### src/rtl/multiset_bag_table_top_macros.svh
//------------------------------------------------------------------------------
// Multiset bag table assertion macros
// Shorthand for clocked implication checks used at the end of the top level.
//------------------------------------------------------------------------------
`ifndef MULTISET_BAG_TABLE_TOP_MACROS_SVH
`define MULTISET_BAG_TABLE_TOP_MACROS_SVH

// same-cycle implication
`define MBT_ASSERT_IMP(lbl, ante, cons, msg) \
   lbl: assert property (@(posedge clock) disable iff (reset) (ante) |-> (cons)) \
      else $error(msg);

// next-cycle implication
`define MBT_ASSERT_NXT(lbl, ante, cons, msg) \
   lbl: assert property (@(posedge clock) disable iff (reset) (ante) |=> (cons)) \
      else $error(msg);

`endif

### src/rtl/mbt_pkg.sv
//------------------------------------------------------------------------------
// Multiset bag table package
// Action codes, field widths and the transaction token passed along the cells.
//------------------------------------------------------------------------------
package mbt_pkg;

   localparam int FIELD_W = 6;

   localparam logic [1:0] ACT_INSERT = 2'd0;
   localparam logic [1:0] ACT_LOOKUP = 2'd1;
   localparam logic [1:0] ACT_ERASE  = 2'd2;
   localparam logic [1:0] ACT_CLEAR  = 2'd3;

   typedef struct packed {
      logic               valid;
      logic [1:0]         action;
      logic               found;
      logic [FIELD_W-1:0] copies;
   } tok_type;

endpackage

### src/rtl/multiset_bag_table_top.sv
//------------------------------------------------------------------------------
// Multiset bag table top level
// Fixed-capacity bag of values kept compacted in slot order, one cell a slot.
//------------------------------------------------------------------------------
// An accepted transaction walks the row of CAPACITY_ENTRIES cells, one cell per
// cycle unless the row is held; each cell compares, counts, writes or shifts its
// own slot as the token passes. The result is registered when the token leaves
// the last cell, and the request side is ready again in the same cycle that the
// result is presented. One transaction is in the row at a time. A waiting result
// does not block the next acceptance; that transaction walks the row and holds
// in the last cell, with the request side not ready, until the earlier result is
// taken. An insert into a full bag is refused with full_refused set and the
// contents unchanged.
module multiset_bag_table_top #(
   parameter int CAPACITY_ENTRIES = 32,
   parameter int VALUE_BITS       = 32
) (
   input  logic        clock,
   input  logic        reset,
   input  logic        req_valid,
   output logic        req_ready,
   input  logic [1:0]  req_action,
   input  logic [31:0] req_item_value,
   output logic        rsp_valid,
   input  logic        rsp_ready,
   output logic        rsp_found,
   output logic [5:0]  rsp_copies,
   output logic [5:0]  rsp_fill_count,
   output logic        rsp_full_refused
);

   localparam int CNT_W = $clog2(CAPACITY_ENTRIES + 1);
   localparam logic [CNT_W-1:0] CAP = CNT_W'(CAPACITY_ENTRIES);

   mbt_pkg::tok_type      tok_chain   [CAPACITY_ENTRIES+1];
   logic [VALUE_BITS-1:0] value_chain [CAPACITY_ENTRIES+1];
   logic [VALUE_BITS-1:0] entry       [CAPACITY_ENTRIES];
   logic [CAPACITY_ENTRIES-1:0] tok_valids;

   logic [CNT_W-1:0] count_ff, count_in;
   logic             busy_ff, busy_in;
   logic             rsp_valid_ff, rsp_valid_in;
   logic             found_ff, found_in;
   logic [5:0]       copies_ff, copies_in;
   logic [5:0]       fill_ff, fill_in;
   logic             refused_ff, refused_in;

   logic             advance;
   logic             accept;
   logic             rsp_load;
   logic             refused;
   logic             erase_hit;
   mbt_pkg::tok_type tok_last;

   assign tok_last  = tok_chain[CAPACITY_ENTRIES];
   assign advance   = !tok_last.valid || !rsp_valid_ff || rsp_ready;
   assign req_ready = !busy_ff;
   assign accept    = req_valid && req_ready;
   assign rsp_load  = advance && tok_last.valid;

   assign tok_chain[0].valid  = accept;
   assign tok_chain[0].action = req_action;
   assign tok_chain[0].found  = 1'b0;
   assign tok_chain[0].copies = '0;
   assign value_chain[0]      = VALUE_BITS'(req_item_value);

   for (genvar i = 0; i < CAPACITY_ENTRIES; i++) begin : g_cell
      logic [VALUE_BITS-1:0] next_entry;
      if (i == CAPACITY_ENTRIES - 1) begin : g_tail
         assign next_entry = entry[i];
      end else begin : g_body
         assign next_entry = entry[i+1];
      end
      mbt_cell #(
         .VALUE_BITS (VALUE_BITS),
         .CNT_W      (CNT_W),
         .IDX        (i)
      ) u_cell (
         .clock        (clock),
         .reset        (reset),
         .advance      (advance),
         .count_i      (count_ff),
         .tok_i        (tok_chain[i]),
         .value_i      (value_chain[i]),
         .next_entry_i (next_entry),
         .tok_o        (tok_chain[i+1]),
         .value_o      (value_chain[i+1]),
         .entry_o      (entry[i])
      );
      assign tok_valids[i] = tok_chain[i+1].valid;
   end

   assign refused = (tok_last.action == mbt_pkg::ACT_INSERT) && (count_ff == CAP);
   assign erase_hit = rsp_load && (tok_last.action == mbt_pkg::ACT_ERASE) && tok_last.found;

   always_comb begin
      count_in     = count_ff;
      busy_in      = busy_ff;
      rsp_valid_in = rsp_valid_ff;
      found_in     = found_ff;
      copies_in    = copies_ff;
      fill_in      = fill_ff;
      refused_in   = refused_ff;
      if (rsp_valid_ff && rsp_ready) begin
         rsp_valid_in = 1'b0;
      end
      if (accept) begin
         busy_in = 1'b1;
      end
      if (rsp_load) begin
         busy_in      = 1'b0;
         rsp_valid_in = 1'b1;
         case (tok_last.action)
            mbt_pkg::ACT_INSERT: begin
               if (!refused) begin
                  count_in = count_ff + CNT_W'(1);
               end
            end
            mbt_pkg::ACT_ERASE: begin
               if (tok_last.found) begin
                  count_in = count_ff - CNT_W'(1);
               end
            end
            mbt_pkg::ACT_CLEAR: begin
               count_in = '0;
            end
            default: begin
            end
         endcase
         found_in   = ((tok_last.action == mbt_pkg::ACT_LOOKUP) ||
                       (tok_last.action == mbt_pkg::ACT_ERASE)) ? tok_last.found : 1'b0;
         copies_in  = (tok_last.action == mbt_pkg::ACT_LOOKUP) ? tok_last.copies : 6'd0;
         fill_in    = 6'(count_in);
         refused_in = refused;
      end
   end

   always_ff @(posedge clock) begin
      if (reset) begin
         count_ff     <= '0;
         busy_ff      <= 1'b0;
         rsp_valid_ff <= 1'b0;
      end else begin
         count_ff     <= count_in;
         busy_ff      <= busy_in;
         rsp_valid_ff <= rsp_valid_in;
      end
      found_ff   <= found_in;
      copies_ff  <= copies_in;
      fill_ff    <= fill_in;
      refused_ff <= refused_in;
   end

   assign rsp_valid        = rsp_valid_ff;
   assign rsp_found        = found_ff;
   assign rsp_copies       = copies_ff;
   assign rsp_fill_count   = fill_ff;
   assign rsp_full_refused = refused_ff;

`include "multiset_bag_table_top_macros.svh"

   `MBT_ASSERT_IMP(a_count_cap, 1'b1, count_ff <= CAP, "fill count above capacity")
   `MBT_ASSERT_IMP(a_one_token, 1'b1, $countones(tok_valids) <= 1, "two transactions in row")
   `MBT_ASSERT_IMP(a_busy_token, tok_valids != '0, busy_ff, "token in row while not busy")
   `MBT_ASSERT_NXT(a_erase_dec, erase_hit, count_ff == $past(count_ff) - CNT_W'(1), "no shrink")

endmodule

### src/rtl/mbt_cell.sv
//------------------------------------------------------------------------------
// Multiset bag table cell
// Holds one slot. Applies the passing transaction to its slot and hands the
// token on to the next cell.
//------------------------------------------------------------------------------
module mbt_cell #(
   parameter int VALUE_BITS = 32,
   parameter int CNT_W      = 6,
   parameter int IDX        = 0
) (
   input  logic                  clock,
   input  logic                  reset,
   input  logic                  advance,
   input  logic [CNT_W-1:0]      count_i,
   input  mbt_pkg::tok_type      tok_i,
   input  logic [VALUE_BITS-1:0] value_i,
   input  logic [VALUE_BITS-1:0] next_entry_i,
   output mbt_pkg::tok_type      tok_o,
   output logic [VALUE_BITS-1:0] value_o,
   output logic [VALUE_BITS-1:0] entry_o
);

   localparam logic [CNT_W-1:0] MY_IDX = CNT_W'(IDX);

   logic [VALUE_BITS-1:0] entry_ff, entry_in;
   logic [VALUE_BITS-1:0] value_ff, value_in;
   mbt_pkg::tok_type      tok_ff, tok_in;
   logic                  live;
   logic                  match;

   assign live  = MY_IDX < count_i;
   assign match = live && (entry_ff == value_i);

   always_comb begin
      tok_in   = tok_ff;
      value_in = value_ff;
      entry_in = entry_ff;
      if (advance) begin
         tok_in   = tok_i;
         value_in = value_i;
         if (tok_i.valid) begin
            case (tok_i.action)
               mbt_pkg::ACT_INSERT: begin
                  if (MY_IDX == count_i) begin
                     entry_in = value_i;
                  end
               end
               mbt_pkg::ACT_LOOKUP: begin
                  if (match) begin
                     tok_in.found  = 1'b1;
                     tok_in.copies = tok_i.copies + mbt_pkg::FIELD_W'(1);
                  end
               end
               mbt_pkg::ACT_ERASE: begin
                  if (tok_i.found || match) begin
                     tok_in.found = 1'b1;
                     entry_in     = next_entry_i;
                  end
               end
               default: begin
               end
            endcase
         end
      end
   end

   always_ff @(posedge clock) begin
      if (reset) begin
         tok_ff.valid <= 1'b0;
      end else begin
         tok_ff.valid <= tok_in.valid;
      end
      tok_ff.action <= tok_in.action;
      tok_ff.found  <= tok_in.found;
      tok_ff.copies <= tok_in.copies;
      value_ff      <= value_in;
      entry_ff      <= entry_in;
   end

   assign tok_o   = tok_ff;
   assign value_o = value_ff;
   assign entry_o = entry_ff;

endmodule
### config.mk
export PLATFORM = sky130hd
export DESIGN_NAME = multiset_bag_table_top
export DESIGN_NICKNAME = d
export VERILOG_FILES = /design/src/rtl/mbt_pkg.sv /design/src/rtl/multiset_bag_table_top.sv /design/src/rtl/mbt_cell.sv
export VERILOG_INCLUDE_DIRS = /design/src /design/src/rtl
export SDC_FILE = /design/constraint.sdc
export NUM_CORES = 2
export LEC_CHECK = 0
export BUFFER_PORTS_ARGS = -buffer_cell sky130_fd_sc_hd__buf_4
export CORE_UTILIZATION = 57
export DETAILED_ROUTE_END_ITERATION = 10
export GPL_ROUTABILITY_DRIVEN = 0
export HOLD_SLACK_MARGIN = 0.08
export PLACE_DENSITY = 0.74
export SETUP_SLACK_MARGIN = 0.05
export SLEW_MARGIN = 20
export SYNTH_ARGS = -nofsm -noshare
export SYNTH_HDL_FRONTEND = slang
export SYNTH_SLANG_ARGS = --single-unit
### constraint.sdc
create_clock -name clock -period 37.8 [get_ports clock]
set_input_delay 3.78 -clock clock [delete_from_list [all_inputs] [get_ports clock]]
set_output_delay 3.78 -clock clock [all_outputs]
set_load 0.01 [all_outputs]
Word level (Yosys, flattened, before mapping):

Index checks and enable logic that the tools add are counted.

* input port bits: 38
* register bits after elaboration: 2358
* output and inout bits: 16

* equality and inequality tests: 193
* muxes and demuxes: 256
* $lt $le $gt $ge: 32
* add/subtract/negate cells: 33
* reduce and logical (&&, ||, !) cells: 173

Operators with widths (number)
* $mux W32: 62
* $pmux W32 S2: 31
* $eq A32 B32 Y1: 32
* $mux W7: 63
* $mux W6: 33
* $add A6 B1 Y6 const B: 32
* $reduce_and A5 Y1: 31
* $ne A2 B1 Y1 const B: 62
* $eq A5 B6 Y1 const A: 16
* $lt A5 B6 Y1 const A: 16
* $eq A2 B2 Y1 const B: 34
* $eq A2 B1 Y1 const B: 33
* $logic_not A2 Y1: 33
* $pmux W1 S2: 32
* $reduce_bool A2 Y1: 32
* $eq A4 B6 Y1 const A: 8
* $lt A4 B6 Y1 const A: 8
* $logic_and A1 B1 Y1: 36
* $logic_or A1 B1 Y1: 34
* $mux W1: 34
* $eq A3 B6 Y1 const A: 4
* $lt A3 B6 Y1 const A: 4
* $pmux W6 S3: 1
* $eq A2 B6 Y1 const A: 2
* other kinds (10): 14

Longest topological paths before layout:

* depth in word-level cells: 6
* gate-level depth with buffers: 9
* mapped depth without buffers: 8

Cells and area by module:

A second synthesis with hierarchy kept.

* cell total of the unflattened synthesis: 6313
* area total of the unflattened synthesis: 105208.4 um^2

By module, submodules not included
* mbt_cell at g_cell[20].u_cell: times used 1, area each 3325.7 um^2, cells an instance 200
* mbt_cell at g_cell[12].u_cell: times used 1, area each 3301.9 um^2, cells an instance 196
* mbt_cell at g_cell[10].u_cell: times used 1, area each 3299.4 um^2, cells an instance 192
* mbt_cell at g_cell[25].u_cell: times used 1, area each 3298.2 um^2, cells an instance 191
* mbt_cell at g_cell[4].u_cell: times used 1, area each 3298.2 um^2, cells an instance 198
* mbt_cell at g_cell[14].u_cell: times used 1, area each 3288.2 um^2, cells an instance 190
* mbt_cell at g_cell[13].u_cell: times used 1, area each 3283.1 um^2, cells an instance 199
* mbt_cell at g_cell[24].u_cell: times used 1, area each 3283.1 um^2, cells an instance 192
* mbt_cell at g_cell[7].u_cell: times used 1, area each 3278.1 um^2, cells an instance 191
* mbt_cell at g_cell[21].u_cell: times used 1, area each 3274.4 um^2, cells an instance 192
* mbt_cell at g_cell[22].u_cell: times used 1, area each 3274.4 um^2, cells an instance 193
* mbt_cell at g_cell[23].u_cell: times used 1, area each 3273.1 um^2, cells an instance 198
* mbt_cell at g_cell[19].u_cell: times used 1, area each 3271.9 um^2, cells an instance 210
* mbt_cell at g_cell[18].u_cell: times used 1, area each 3259.4 um^2, cells an instance 195
* 19 more rows

Worst setup path after synthesis:

No wires, ideal clock.

* path kind: in2reg
* start: input rsp_ready
* end: register g_cell[0].u_cell.tok_ff, in the netlist g_cell[0].u_cell.tok_o[0] (enable)
* library setup time: 2.117 ns
* buffers on the path: 3
* slack: -2.944 ns
* stages: 6
* required time: 35.683 ns
* data arrival time: 38.627 ns
* cells stage by stage: nor2b_1 -> and2_1 -> clkbuf_1 -> inv_1 -> clkbuf_1 -> buf_1

* longest elaborated chain between the ends: 1

Ends and longest elaborated chain
* start: declaration: RTL line multiset_bag_table_top.sv:25 `input logic rsp_ready,`
* $logic_or A1 B1 Y1: RTL line multiset_bag_table_top.sv:56 `assign advance = !tok_last.valid || !rsp_valid_ff || rsp_ready;`
* end: declaration: RTL line mbt_cell.sv:27 `mbt_pkg::tok_type tok_ff, tok_in;`

No other way between the ends.
A chain may end at the register's enable or synchronous reset.

Worst setup path after layout:

* start: input rsp_ready
* end: register g_cell[16].u_cell.entry_ff[9] (enable)

* longest elaborated chain between the ends: 2

Ends and longest elaborated chain
* $logic_or A1 B1 Y1: RTL line multiset_bag_table_top.sv:56
* $reduce_and A5 Y1 (no source line)
* end signal: assignment: RTL line mbt_cell.sv:77 `entry_ff <= entry_in;`
* end: declaration: RTL line mbt_cell.sv:25 `logic [VALUE_BITS-1:0] entry_ff, entry_in;`

No other way between the ends.

==> impl_summary.txt <==
----------------------------------------------------
[Detailed routing]
  ANT nets after route ... 0
  Mean number of vias per cell ... 5.97
  Via Count ... 52.5k
  Wire length reported by the detailed router ... 218 mm
  Number of remaining DRC errors ... 0
  Number of optimization iterations in the first detailed-route pass ... 5
  Post-DR wirelength/cell ... 24.8 um
  Iteration-0 DRC Markers ... 5,331

[Clock network]
  Maximum level of the CTS H-tree ... 4
  Number of buffers on the longest clock path ... 3
  Number of resized instances in the post-cts repair step ... 0
  Clock tree from TritonCTS ... done
  Sink count of the clock tree ... 2,343
  Clock network latency to the later pin of the worst-skew pair ... 0.87 ns
  Number of setup buffers added after CTS ... 0
  Clock Tree Root ... sky130_fd_sc_hd__clkbuf_16
  Number of CTS-inserted buffers ... 226
  Hold-fix buffers, CTS ... 0
  Clock edge transition at the registers on the reported setup and hold paths ... 0.06 ns

[Critical path]
  Reg2reg start ... rsp_valid
  Crit-path cells ... buf_4 > nor2b_1 > and2_2 > buf_4 > inv_8 > buf_4 > buf_12 > nand2_1 > a211o_1 > a21oi_4
  Critical setup path kind ... input pin to flop
  Depth of the worst register-to-register path ... 9
  Setup slack of the worst register-to-register path ... 32.55 ns
  End of the worst register-to-register path ... g_cell[16].u_cell.entry_o[9]
  CP max stage cell ... sky130_fd_sc_hd__buf_4
  Required time reported for the critical path endpoint ... 38.26 ns
  Crit-path most repeated cell ... sky130_fd_sc_hd__buf_4
  Crit-path max cell delay ... 0.91 ns
  Startpoint Class ... input pin
  Arrival time of data at the critical path endpoint ... 8.28 ns
  Type of element capturing the critical path ... flop
  Critical path peak fanout ... 181

[Place]
  Count of placed standard cells including taps ... 8,374
  Post-DP HPWL ... 154 mm
  Port bufs ... 53
  Post-place setup slack ... 29.09 ns

[Power and ir drop]
  Design Power ... 5.42 mW
  Lkg Pwr ... 38.4 nW
  Power per unit of standard cell area ... 48.5 nW/um^2
  Maximum vdd drop ... 0.0000490 V

[Layout]
  Leading cell type in the layout, fill and taps excluded ... sky130_fd_sc_hd__edfxtp_1
  Final cell utilization of the core ... 63.9%
  Fraction of final layout cells sized beyond drive strength 1 ... 23.5%
  Non-filler instance count after layout ... 8,799
  Number of nets in the layout ... 6,452
  Number of fillers in the final layout ... 12.1k
  Top library cells by usage in the layout, fill and taps aside ... 2,303 x sky130_fd_sc_hd__edfxtp_1, 1,013 x sky130_fd_sc_hd__mux2_2, 601 x sky130_fd_sc_hd__xor2_1
  Synth-to-Final Area Change ... 10.9%

[Status]
  Outcome ... complete, no violations

[Yosys]
  Synth Area per Inst ... 16.6 um^2
  Share of synthesized area occupied by flip-flops and latches ... 69.4%
  Share of synthesized flip-flops with an asynchronous set or reset ... 0%
  Top_reg_cell synth ... sky130_fd_sc_hd__edfxtp_1
  Cell taking the most area after synthesis ... sky130_fd_sc_hd__edfxtp_1
  Count of distinct cell types in the synthesized netlist ... 72
  Synthesized area ... 101,000 um^2
  Flip-flop and latch count after synthesis ... 2,343
  Post-synth EDFFs ... 2,303
  Top cells by area, synth ... sky130_fd_sc_hd__edfxtp_1 69%, sky130_fd_sc_hd__mux2_2 11%, sky130_fd_sc_hd__xor2_1 5.2%
  Area share of the largest cell type after synthesis ... 68.6%
  Cell count after synthesis ... 6,076
  Synthesized net count ... 6,248
  Yosys warning count ... 0

[STA]
  Final setup violating endpoints ... 0
  Skew final ... 0.0327 ns
  Maximum clock frequency ... 128 MHz
  Final period util ... 20.7%
  Setup repair after global routing missed its margin ... no
  Actual slew at the worst max-slew pin ... 1.10 ns
  Final Max Tran Viols ... 0
  Hold Fails Final Rpt ... 0
  Setup_tns ... 0 ns
  Period minus WS final ... 7.82 ns
  Worst relative slew slack ... 26.1%
  Final worst slack ... 29.98 ns

[Floorplan]
  Height of the die ... 423 um
  I/O pins ... 54
  Die area ... 179,000 um^2
  Number of rows created at floorplan ... 153
  Die boundary width ... 423 um
  Core ar. ... 175,000 um^2
  Initial cell density of the core ... 57.7%

[Global route]
  Maximum number of pins on one net before global-route repair ... 183
  Number of antenna violations at the first check in global routing ... 3
  Via count of the first global-routing pass ... 53.6k
  All-Layer GR Usage ... 24.6%
  Final global-route overflow total ... 0
  Global-route wire length before repair ... 337 mm

[Hold path]
  WHS Path Cells ... 0
  Worst hold path startpoint ... g_cell[30].u_cell.value_o[13]
  Worst Hold Endpoint ... g_cell[31].u_cell.entry_o[13]
  Class of the most critical hold timing path ... flop to flop

[Run]
  Maximum Capacitance Violations ... 0

----------------------------------------------------
Yosys cell counts, types with 80 or more instances:
library cell	number
sky130_fd_sc_hd__inv_1	142
sky130_fd_sc_hd__ha_1	134
sky130_fd_sc_hd__nor2_1	93
sky130_fd_sc_hd__nand4_1	171
sky130_fd_sc_hd__edfxtp_1	2303
sky130_fd_sc_hd__clkbuf_1	94
sky130_fd_sc_hd__nand3_1	80
sky130_fd_sc_hd__nor4_1	152
sky130_fd_sc_hd__xor2_1	601
sky130_fd_sc_hd__nand2_1	174
sky130_fd_sc_hd__nor3_1	93
sky130_fd_sc_hd__xnor2_1	522
sky130_fd_sc_hd__mux2_2	1013
power by group:
part	internal (mW)	switching, mW
Sequential	2.92	0.0698
Combinational	0.107	0.0878
Clock	1.26	0.979
worst max-delay path: cells and delay by family:
kind	cells	cell delay, ns
buffers and inverters	5	2.57
and+or+nand+nor	3	0.47
AOI/OAI and AO/OA	2	1.13
through the flow:
stage	instance area (um^2)	hold slack [ns]
after floorplan	101000	0.426
after global placement	104000	0.433
after detailed placement	104000	0.442
after CTS	112000	0.455
after global routing	112000	0.467
final	112000	0.453
final cells by class:
class | instances | area, um^2 | share of cell area, %
sequential | 2343 | 70000 | 62.6
timing repair buffer | 132 | 1090 | 0.977
inverter | 142 | 541 | 0.484
tap | 2325 | 2910 | 2.60
antenna | 3 | 7.51 | 0.00672
clock buffer | 277 | 5930 | 5.31
clock inverter | 142 | 1310 | 1.17
multi-input combinational | 3435 | 30000 | 26.8
layer usage:
metal	up-vias	wire, um	GRT usage (%)
met3	307	14300	4.24
met5	-	21	0
li1	23586	-	-
met1	27030	96300	36.1
met4	4	4600	6.35
met2	1619	103000	38.2
state kept, by name (all words and copies together), names as in the netlist:
name                   flops
busy_ff                    1
count_ff                   6
g_cell.u_cell.entry_o   1024
g_cell.u_cell.tok_o      305
g_cell.u_cell.value_o    992
rsp_copies                 6
rsp_fill_count             6
rsp_found                  1
rsp_full_refused           1
rsp_valid                  1
how the worst max path moves through the flow:
stage | from | end | slack (ns) | depth (start not counted)
global route | rsp_ready | g_cell[16].u_cell.entry_o[9] | 29.67 | 10
finish | rsp_ready | g_cell[16].u_cell.entry_o[9] | 29.98 | 10
CTS | rsp_ready | g_cell[16].u_cell.entry_o[9] | 30.03 | 10
detailed placement | rsp_ready | g_cell[16].u_cell.entry_o[25] | 29.09 | 10
global placement | rsp_ready | g_cell[16].u_cell.entry_o[0] | 29.22 | 10
floorplan | rsp_ready | g_cell[0].u_cell.tok_o[0] | 1.30 | 6
cell families after synthesis:
group / Yosys count / share of synthesized area [%]
DFF: 2343 / 69.4
muxes: 1016 / 11.3
xor gates and xnor gates: 1123 / 9.76
buffers and inverters: 298 / 1.15
adders and majority gates: 134 / 1.66
AOI/OAI and AO/OA: 245 / 1.65
and+or+nand+nor: 917 / 5.03
Note: power is estimated with default switching activity, not from simulation.
